--- config.mk ---
export PLATFORM = sky130hd
export DESIGN_NAME = hsv_to_rgb_convert
export DESIGN_NICKNAME = d
export VERILOG_FILES = /design/src/hdl/hsv2rgb_pkg.sv /design/src/hdl/hsv_to_rgb_convert.sv
export SDC_FILE = /design/constraint.sdc
export NUM_CORES = 2
export LEC_CHECK = 0
export BUFFER_PORTS_ARGS = -buffer_cell sky130_fd_sc_hd__buf_2
export CAP_MARGIN = 0
export CORE_MARGIN = 3
export CORE_UTILIZATION = 40
export DETAILED_ROUTE_END_ITERATION = 8
export GPL_TIMING_DRIVEN = 0
export HOLD_SLACK_MARGIN = 0.1
export PLACE_DENSITY = 0.66
export SLEW_MARGIN = 0
export SYNTH_ARGS = -nofsm -noshare
export SYNTH_HDL_FRONTEND = slang
export SYNTH_SLANG_ARGS = --single-unit
--- constraint.sdc ---
create_clock -name clk -period 7.5 [get_ports clk]
set_clock_uncertainty 0.2 [all_clocks]
set_input_delay 0.75 -clock clk [delete_from_list [all_inputs] [get_ports clk]]
set_output_delay 0.75 -clock clk [all_outputs]
set_load 0.005 [all_outputs]
--- src/hdl/hsv2rgb_pkg.sv ---
// Shared constants for the HSV to RGB pixel converter.
// Holds field widths, parameter defaults and the hue sector codes.
// Depends on nothing; used by hsv_to_rgb_convert.
package hsv2rgb_pkg;

  localparam int HUE_W = 15;
  localparam int HUE_FRAC_BITS_DEF = 6;
  localparam int CHANNEL_BITS_DEF = 8;

  typedef logic [2:0] sector_t;

  localparam sector_t SEC_RED     = 3'd0;
  localparam sector_t SEC_YELLOW  = 3'd1;
  localparam sector_t SEC_GREEN   = 3'd2;
  localparam sector_t SEC_CYAN    = 3'd3;
  localparam sector_t SEC_BLUE    = 3'd4;
  localparam sector_t SEC_MAGENTA = 3'd5;

endpackage

--- src/hdl/hsv_to_rgb_convert.sv ---
// HSV to RGB pixel converter: accepts one pixel per clock on the in_ stream while the output
// is not stalled and delivers one word per pixel on the out_ stream. The eight register
// stages are sector search, saturation products, complements, value products, two stages
// of division by the channel full scale, a reciprocal multiply for the division by fifteen,
// and the output register. Each stage holds its word until the next one frees, so a stall
// on the output fills the bubbles first and never drops a word.
// A hue of 360 degrees or more sets out_tuser and zeroes all three channels.
// Depends on hsv2rgb_pkg.
module hsv_to_rgb_convert #(
  parameter int HUE_FRAC_BITS = hsv2rgb_pkg::HUE_FRAC_BITS_DEF,
  parameter int CHANNEL_BITS = hsv2rgb_pkg::CHANNEL_BITS_DEF,
  localparam int IN_W = ((hsv2rgb_pkg::HUE_W + 2 * CHANNEL_BITS + 7) / 8) * 8,
  localparam int OUT_W = ((3 * CHANNEL_BITS + 7) / 8) * 8
) (
  input  logic             clk,
  input  logic             rst_n,
  input  logic             in_tvalid,
  output logic             in_tready,
  input  logic [IN_W-1:0]  in_tdata,   // hue, saturation, brightness
  output logic             out_tvalid,
  input  logic             out_tready,
  output logic [OUT_W-1:0] out_tdata,  // red, green, blue
  output logic             out_tuser   // hue_out_of_range
);
  import hsv2rgb_pkg::*;

  localparam int CB = CHANNEL_BITS;
  localparam int SPAN = 60 * (2 ** HUE_FRAC_BITS);
  localparam int SW = $clog2(SPAN + 1);
  localparam int TW = $clog2(6 * SPAN + 1);
  localparam int CW = (TW > HUE_W) ? TW : HUE_W;
  localparam int XW = CB + SW;
  localparam int PW = CB + XW;
  localparam int ZW = 2 * CB + 4;
  localparam int EW = ZW + 1 - CB;
  localparam int RMW = ZW + 1;
  localparam int WW = CB + 4;
  localparam int K15 = 4 * ((CB + 11) / 4);
  localparam int RW = K15 - 3;
  localparam int QW = WW + RW;
  localparam int NS = 8;
  localparam longint CHAN_MAX = (longint'(1) << CB) - 1;
  localparam longint MD = CHAN_MAX * longint'(SPAN);
  localparam longint RECIP = ((longint'(1) << K15) + 14) / 15;
  localparam logic [CB-1:0] M_C = CB'(CHAN_MAX);
  localparam logic [SW-1:0] SPAN_C = SW'(SPAN);
  localparam logic [XW-1:0] MD_C = XW'(MD);
  localparam logic [RW-1:0] RECIP_C = RW'(RECIP);
  localparam logic [RMW-1:0] M1_C = RMW'(CHAN_MAX);
  localparam logic [RMW-1:0] M2_C = RMW'(2 * CHAN_MAX);

  logic [NS:0]   adv;
  logic [NS-1:0] vld_r;
  logic [NS-1:0] vld_nxt;

  always_comb begin
    adv[NS] = out_tready;
    for (int i = NS - 1; i >= 0; i--) begin
      adv[i] = !vld_r[i] || adv[i+1];
    end
    vld_nxt[0] = adv[0] ? in_tvalid : vld_r[0];
    for (int i = 1; i < NS; i++) begin
      vld_nxt[i] = adv[i] ? vld_r[i-1] : vld_r[i];
    end
  end

  always_ff @(posedge clk) begin
    if (!rst_n) begin
      vld_r <= '0;
    end else begin
      vld_r <= vld_nxt;
    end
  end

  assign in_tready = adv[0];
  assign out_tvalid = vld_r[NS-1];

  // Sector search.
  logic [CW-1:0] hue_ext;
  logic [CB-1:0] sat_in;
  logic [CB-1:0] bri_in;
  sector_t       s1_sec_nxt;
  logic [SW-1:0] s1_rem_nxt;
  logic          s1_oor_nxt;

  assign hue_ext = CW'(in_tdata[HUE_W-1:0]);
  assign sat_in = in_tdata[HUE_W +: CB];
  assign bri_in = in_tdata[HUE_W+CB +: CB];

  always_comb begin
    s1_sec_nxt = SEC_RED;
    s1_rem_nxt = SW'(hue_ext);
    for (int j = 1; j < 6; j++) begin
      if (hue_ext >= CW'(j * SPAN)) begin
        s1_sec_nxt = sector_t'(j);
        s1_rem_nxt = SW'(hue_ext - CW'(j * SPAN));
      end
    end
    s1_oor_nxt = hue_ext >= CW'(6 * SPAN);
  end

  sector_t       s1_sec_r, s2_sec_r, s3_sec_r, s4_sec_r, s5_sec_r, s6_sec_r, s7_sec_r;
  logic          s1_oor_r, s2_oor_r, s3_oor_r, s4_oor_r, s5_oor_r, s6_oor_r, s7_oor_r;
  logic [CB-1:0] s1_bri_r, s2_bri_r, s3_bri_r, s4_bri_r, s5_bri_r, s6_bri_r, s7_bri_r;
  logic [SW-1:0] s1_rem_r;
  logic [CB-1:0] s1_sat_r;
  logic [CB-1:0] s2_a_r;
  logic [XW-1:0] s2_x_r;
  logic [XW-1:0] s2_y_r;
  logic [CB-1:0] s3_a_r;
  logic [XW-1:0] s3_nq_r;
  logic [XW-1:0] s3_nt_r;
  logic [ZW-1:0] s4_z_r [3];
  logic [ZW-1:0] s5_z_r [3];
  logic [EW-1:0] s5_est_r [3];
  logic [EW-1:0] s5_est_nxt [3];
  logic [WW-1:0] s6_w_r [3];
  logic [WW-1:0] s6_w_nxt [3];
  logic [CB-1:0] s7_p_r;
  logic [QW-1:0] s7_m_r [2];

  always_comb begin
    for (int i = 0; i < 3; i++) begin
      s5_est_nxt[i] = EW'(((RMW'(s4_z_r[i]) + RMW'(s4_z_r[i] >> CB)) >> CB));
    end
  end

  always_comb begin
    logic [RMW-1:0] rem;
    for (int i = 0; i < 3; i++) begin
      rem = RMW'(s5_z_r[i]) - (RMW'(s5_est_r[i]) << CB) + RMW'(s5_est_r[i]);
      if (rem >= M2_C) begin
        s6_w_nxt[i] = WW'(s5_est_r[i]) + WW'(2);
      end else if (rem >= M1_C) begin
        s6_w_nxt[i] = WW'(s5_est_r[i]) + WW'(1);
      end else begin
        s6_w_nxt[i] = WW'(s5_est_r[i]);
      end
    end
  end

  always_ff @(posedge clk) begin
    if (adv[0]) begin
      s1_sec_r <= s1_sec_nxt;
      s1_rem_r <= s1_rem_nxt;
      s1_oor_r <= s1_oor_nxt;
      s1_sat_r <= sat_in;
      s1_bri_r <= bri_in;
    end
    if (adv[1]) begin
      s2_a_r <= M_C - s1_sat_r;
      s2_x_r <= XW'(s1_sat_r) * XW'(s1_rem_r);
      s2_y_r <= XW'(s1_sat_r) * XW'(SPAN_C - s1_rem_r);
      s2_sec_r <= s1_sec_r;
      s2_oor_r <= s1_oor_r;
      s2_bri_r <= s1_bri_r;
    end
    if (adv[2]) begin
      s3_a_r <= s2_a_r;
      s3_nq_r <= MD_C - s2_x_r;
      s3_nt_r <= MD_C - s2_y_r;
      s3_sec_r <= s2_sec_r;
      s3_oor_r <= s2_oor_r;
      s3_bri_r <= s2_bri_r;
    end
    if (adv[3]) begin
      s4_z_r[0] <= ZW'(s3_bri_r) * ZW'(s3_a_r);
      s4_z_r[1] <= ZW'((PW'(s3_bri_r) * PW'(s3_nq_r)) >> (HUE_FRAC_BITS + 2));
      s4_z_r[2] <= ZW'((PW'(s3_bri_r) * PW'(s3_nt_r)) >> (HUE_FRAC_BITS + 2));
      s4_sec_r <= s3_sec_r;
      s4_oor_r <= s3_oor_r;
      s4_bri_r <= s3_bri_r;
    end
    if (adv[4]) begin
      s5_z_r <= s4_z_r;
      s5_est_r <= s5_est_nxt;
      s5_sec_r <= s4_sec_r;
      s5_oor_r <= s4_oor_r;
      s5_bri_r <= s4_bri_r;
    end
    if (adv[5]) begin
      s6_w_r <= s6_w_nxt;
      s6_sec_r <= s5_sec_r;
      s6_oor_r <= s5_oor_r;
      s6_bri_r <= s5_bri_r;
    end
    if (adv[6]) begin
      s7_p_r <= CB'(s6_w_r[0]);
      s7_m_r[0] <= QW'(s6_w_r[1]) * QW'(RECIP_C);
      s7_m_r[1] <= QW'(s6_w_r[2]) * QW'(RECIP_C);
      s7_sec_r <= s6_sec_r;
      s7_oor_r <= s6_oor_r;
      s7_bri_r <= s6_bri_r;
    end
  end

  // Channel routing.
  logic [CB-1:0] p_val, q_val, t_val;
  logic [CB-1:0] red_nxt, green_nxt, blue_nxt;
  logic [CB-1:0] red_r, green_r, blue_r;
  logic          oor_r;

  assign p_val = s7_p_r;
  assign q_val = CB'(s7_m_r[0] >> K15);
  assign t_val = CB'(s7_m_r[1] >> K15);

  always_comb begin
    unique case (s7_sec_r)
      SEC_RED: begin
        red_nxt = s7_bri_r; green_nxt = t_val; blue_nxt = p_val;
      end
      SEC_YELLOW: begin
        red_nxt = q_val; green_nxt = s7_bri_r; blue_nxt = p_val;
      end
      SEC_GREEN: begin
        red_nxt = p_val; green_nxt = s7_bri_r; blue_nxt = t_val;
      end
      SEC_CYAN: begin
        red_nxt = p_val; green_nxt = q_val; blue_nxt = s7_bri_r;
      end
      SEC_BLUE: begin
        red_nxt = t_val; green_nxt = p_val; blue_nxt = s7_bri_r;
      end
      default: begin
        red_nxt = s7_bri_r; green_nxt = p_val; blue_nxt = q_val;
      end
    endcase
    if (s7_oor_r) begin
      red_nxt = '0;
      green_nxt = '0;
      blue_nxt = '0;
    end
  end

  always_ff @(posedge clk) begin
    if (adv[7]) begin
      red_r <= red_nxt;
      green_r <= green_nxt;
      blue_r <= blue_nxt;
      oor_r <= s7_oor_r;
    end
  end

  assign out_tdata = OUT_W'({blue_r, green_r, red_r});
  assign out_tuser = oor_r;

endmodule
; After elaboration in Yosys (flattened, before gate mapping)
; Memories as Yosys holds them, arrays and structs flattened.
; Index checks and enable logic that the tools add are counted.
[word_totals]
register_bits = 420
latch_bits = 0
ram_bits = 48
mem_bits_ro = 0
output_inout_bits = 27
word_cells = 145
n_memories = 1
[op_classes]
add_sub_neg = 24
mul = 7
n_div = 0
n_lt_le_gt_ge = 12
n_eq_ne = 4
shift = 0
n_mux = 20
bitwise = 0
reduce_logical = 22
[memory_table]
columns = name, words, width, rd, rd_clocked_by_memory_dff, write_ports, line
row1 = s7_m_r, 2, 24, 2, 0, 2, hsv_to_rgb_convert.sv:120  ; logic [QW-1:0] s7_m_r [2];
[ops]
columns = operator, count
row1 = 12-bit 2-to-1 mux, 9
row2 = 8-bit case mux with 3 select lines, 3
row3 = "21-bit by 8-bit >= comparator with 1-bit output, second input constant", 3
row4 = "21-bit by 9-bit >= comparator with 1-bit output, second input constant", 3
row5 = "12-bit subtractor, second input constant", 5
row6 = 8-bit by 20-bit multiplier with 28-bit output, 2
row7 = "12-bit by 12-bit multiplier with 24-bit output, second input constant", 2
row8 = 20-bit by 12-bit adder with 21-bit output, 2
row9 = 21-bit by 13-bit adder with 21-bit output, 2
row10 = 20-bit by 21-bit subtractor with 21-bit output, 2
row11 = "20-bit subtractor, first input constant", 2
row12 = "15-bit by 14-bit >= comparator with 1-bit output, second input constant", 2
row13 = "15-bit >= comparator, second input constant", 2
row14 = "12-bit by 1-bit adder with 12-bit output, second input constant", 2
row15 = "12-bit by 2-bit adder with 12-bit output, second input constant", 2
row16 = 21-bit by 9-bit adder with 21-bit output, 1
row17 = 8-bit by 12-bit multiplier with 20-bit output, 1
row18 = 9-bit by 13-bit multiplier with 20-bit output, 1
row19 = 16-bit by 17-bit subtractor with 18-bit output, 1
row20 = 16-bit by 8-bit adder with 17-bit output, 1
row21 = 8-bit by 8-bit multiplier with 16-bit output, 1
row22 = 8-bit 2-to-1 mux, 2
row23 = "15-bit by 12-bit >= comparator with 1-bit output, second input constant", 1
row24 = "15-bit by 13-bit >= comparator with 1-bit output, second input constant", 1
row25 = other kinds (13), 36

; Depth between registers and ports, before layout
[depth]
depth_word = 9
mapped_depth = 25
mapped_depth_nobuf = 25

; Worst setup path before layout
; Ideal clock, no wire load.
[synth_timing]
path_kind = register to register
start = register s3_bri_r[7]
end = register s4_z_r[19] in the netlist's numbering (data pin)
arrival_ns = 5.367
t_required_ns = 7.029
slack_ns = 1.662
path_stages_with_launch = 22
n_path_buf = 2
period_less_slack_ns = 5.838
cell_sequence = edfxtp_1 -> clkbuf_1 -> clkbuf_1 -> nand2_1 -> fa_1 -> fa_1 -> inv_1 -> fa_1 -> inv_1 -> fa_1 -> inv_1 -> ha_1 -> a21o_1 -> a21oi_1 -> o31a_1 -> a211oi_1 -> o211a_1 -> o2111ai_1 -> a31oi_1 -> and4_1 -> a2111oi_0 -> xnor2_1
[synth_between]
elab_chain_cells = 1
[synth_lines]
columns = item, line
row1 = start: declaration, hsv_to_rgb_convert.sv:104  ; logic [CB-1:0] s1_bri_r, s2_bri_r, s3_bri_r, s4_bri_r, s5_bri_r, s6_bri_r, s7_bri_r;
row2 = start signal: assignment, hsv_to_rgb_convert.sv:164  ; s3_bri_r <= s2_bri_r;
row3 = 8-bit by 20-bit multiplier with 28-bit output, hsv_to_rgb_convert.sv:169  ; s4_z_r[2] <= ZW'((PW'(s3_bri_r) * PW'(s3_nt_r)) >> (HUE_FRAC_BITS + 2));
row4 = end: declaration, hsv_to_rgb_convert.sv:113  ; logic [ZW-1:0] s4_z_r [3];
; Every way passes these cells.
; A chain may end at the register's enable or synchronous reset.

; Final worst setup path
; Same ends and word-level chain as after synthesis.

==> impl_metrics.ini <==
[timing]
finalSetupTns_ns = 0
hold_viol = 0
finalMaxSlewViolations = 0
min_period_ns = 7.07
slew_headroom_pct = 16.6
finalCritPeriodShare_pct = 94.2
fmax_mhz = 142
worst_pin_slew_ns = 1.22
rsz0062_at_grt = yes
setup_violations = 0

[synth]
muxShareOfSynthArea_pct = 0.584
synth_nets = 4940
netlist_area_um2 = 41400
synthAdderAreaFrac_pct = 33.9
async_flop_share_pct = 0
postSynthAreaPerCell_um2 = 10.3
synth_compound_area_share_pct = 7.61
yosys_most_used_dff = edfxtp_1
synth_seq_area_share_pct = 31.3
synthSimpleGateAreaFrac_pct = 14.7
synth_xor_area_share_pct = 4.45
ys_ff_latch = 434
synth.distinct_cells = 86
ys_warn_count = 0
synth_cells = 4031
synth_top_family_by_area = adder cells
synth_edf_count = 426

[layout]
multi_input_area_um2 = 25400
seq_area_um2 = 13000
nets = 5078
drive_gt1_share_pct = 4.25
final_common_cell = inv_1
n_fill_cell = 9749
layout_common_cells = 725 x inv_1, 458 x ha_1, 426 x edfxtp_1
area_delta_synth_final_pct = 9.61
diodes = 0

[global_route]
grt_pass1_vias = 28950
antenna_found_initial = 1
grt_usage_pct = 17.3
grt_overflow = 0
grt_max_degree = 77
grt_pass1_wl_um = 150000

[critical_path]
cp_top_family = adder cells
path_max_fanout = 10
worst-path-buf-inv = 5
r2r_cells = 20
rrSetupSlack_ns = 0.43
worst-setup-path-type = reg -> reg
cp-start-kind = register
slowest_stage = a211oi_1
path_common_cell = fa_1
path_cells = clkbuf_1 -> clkbuf_2 -> nand2_1 -> fa_1 -> fa_1 -> inv_1 -> fa_1 -> inv_1 -> fa_1 -> inv_1 -> ha_1 -> o21ai_0 -> o31a_1 -> a211oi_1 -> o211a_1 -> o2111ai_1 -> a31oi_1 -> and4_1 -> a2111oi_0 -> xnor2_1
cp.arrival_ns = 7.20
worstReg2RegStart = s3_bri_r[7]
required_ns = 7.63
endpoint_kind = register
r2r-end = s4_z_r[19]
slowest_delay_ns = 0.63

[floorplanning]
ios = 63
start_util_pct = 40.5
core_um2 = 102000
rows = 117
die_area_um2 = 107000
die_h_um = 328
chipWidth_um = 328

[clock_tree]
cts_sinks = 434
clk_pin_slew_ns = 0.06
clock-root-buffer = clkbuf_16
insertion_delay_ns = 0.61
clk_path_buf_depth = 3
cts_max_level = 2
cts_buffers = 47
cts_tree = done
postCtsSetupRepairBufs = 0

[detailed_routing]
wl_per_cell_um = 16.2
wirelength_um = 90100
routed-via-count = 28068
via_per_inst = 5.03
dr.pass1.iters = 5
drt_iter0_markers = 1643
drc_errors = 0
final_antenna_net_count = 0

[placed_design]
gp_congestion = 0.898
io_buffer_count = 61
dpl.hpwl_um = 72000

[worst_hold_path]
holdPathEnd = vld_r[0]
hold_path.class = in -> reg
holdCritStartpoint = in_tvalid
hold_depth = 3

[run]
drv_cap = 0

[run_status]
status = completed
[synth_stat cells (17+ instances only)]
cell | count | area share (%)
a21o_1 | 45 | 0.82
a21oi_1 | 125 | 1.5
and2_1 | 345 | 5.2
and3_1 | 23 | 0.35
clkbuf_1 | 83 | 0.75
edfxtp_1 | 426 | 31
fa_1 | 415 | 20
ha_1 | 458 | 14
inv_1 | 729 | 6.6
mux2i_1 | 23 | 0.56
nand2_1 | 331 | 3.0
nand2b_1 | 20 | 0.30
nand3_1 | 54 | 0.65
nand4_1 | 21 | 0.32
nor2_1 | 216 | 2.0
nor2b_1 | 35 | 0.53
nor3_1 | 72 | 0.87
nor4_1 | 20 | 0.30
o21a_1 | 45 | 0.82
o21ai_0 | 81 | 0.98
o22ai_1 | 17 | 0.26
xnor2_1 | 147 | 3.1
xor2_1 | 63 | 1.3
[worst min-delay path, delay by kind of cell]
family | cells | cell delay, ns
AO/OA/AOI/OAI | 1 | 0.03
AND/OR/NAND/NOR | 1 | 0.09
buffers and inverters | 1 | 0.08
[kinds of logic after synthesis]
family,Yosys count
AND/OR/NAND/NOR,1197
adder cells (fa/ha/maj),873
buffers and inverters,820
AO/OA/AOI/OAI,473
flip-flops,434
XOR/XNOR,210
multiplexers,24
[layout make-up]
cell class,instances,area share [%]
plain buffers,90,0.797
clock buffers,52,2.63
clock inverters,36,0.897
inverters,730,6.05
multi-input cells,2777,55.9
flip-flops and latches,434,28.6
well taps,1368,3.77
repair buffers,89,1.40
[per-layer routing]
layer  routed length [um]  vias up  GRT usage (%)
li1                     -    13569              -
met1                40000    13658           23.0
met2                42400      665           29.0
met3                 4170      176           2.05
met4                 3540        0           6.68
met5                    0        -              0
[sequential cells by signal, summed over array words and instances (netlist names), 16 cells and up]
signal / cells
s4_z_r: 56
s5_z_r: 56
s5_est_r: 35
s6_w_r: 32
s2_x_r: 20
s3_nq_r: 20
s2_y_r: 19
s3_nt_r: 19
s7_m_r: 16
[per-stage QoR]
step	hold slack, ns	setup WS [ns]	util, %	area [um2]	instances
2_1_floorplan	0.200	1.66	-	41400	4031
3_5_place_dp	0.205	0.169	42.6	43500	5464
4_1_cts	0.134	0.0955	44.4	45300	5576
6_report	0.179	0.435	44.4	45400	5576
3_3_place_gp	0.201	0.201	42.5	43400	5460
5_1_grt	0.185	-0.00777	44.4	45400	5576
[repair_timing]
item                       CTS  global route
setup endpoints to repair    0             7
hold buffers                24             0
hold endpoints to repair    24             0
gates resized for setup      0            13
[worst max-delay path by stage]
stage                 from    endpoint  slack (ns)  cells after the start
2_1_floorplan  s3_bri_r[7]  s4_z_r[19]        1.66                     21
3_3_place_gp   s3_bri_r[7]  s4_z_r[19]        0.20                     20
3_5_place_dp   s3_bri_r[7]  s4_z_r[19]        0.17                     20
4_1_cts        s3_bri_r[7]  s4_z_r[19]         0.1                     20
5_1_grt        s3_bri_r[7]  s4_z_r[38]      -0.008                     19
6_report       s3_bri_r[7]  s4_z_r[19]        0.43                     20
Power is not shown: default switching activity piles up to over one toggle a cycle in this logic, so the estimate is an artifact.
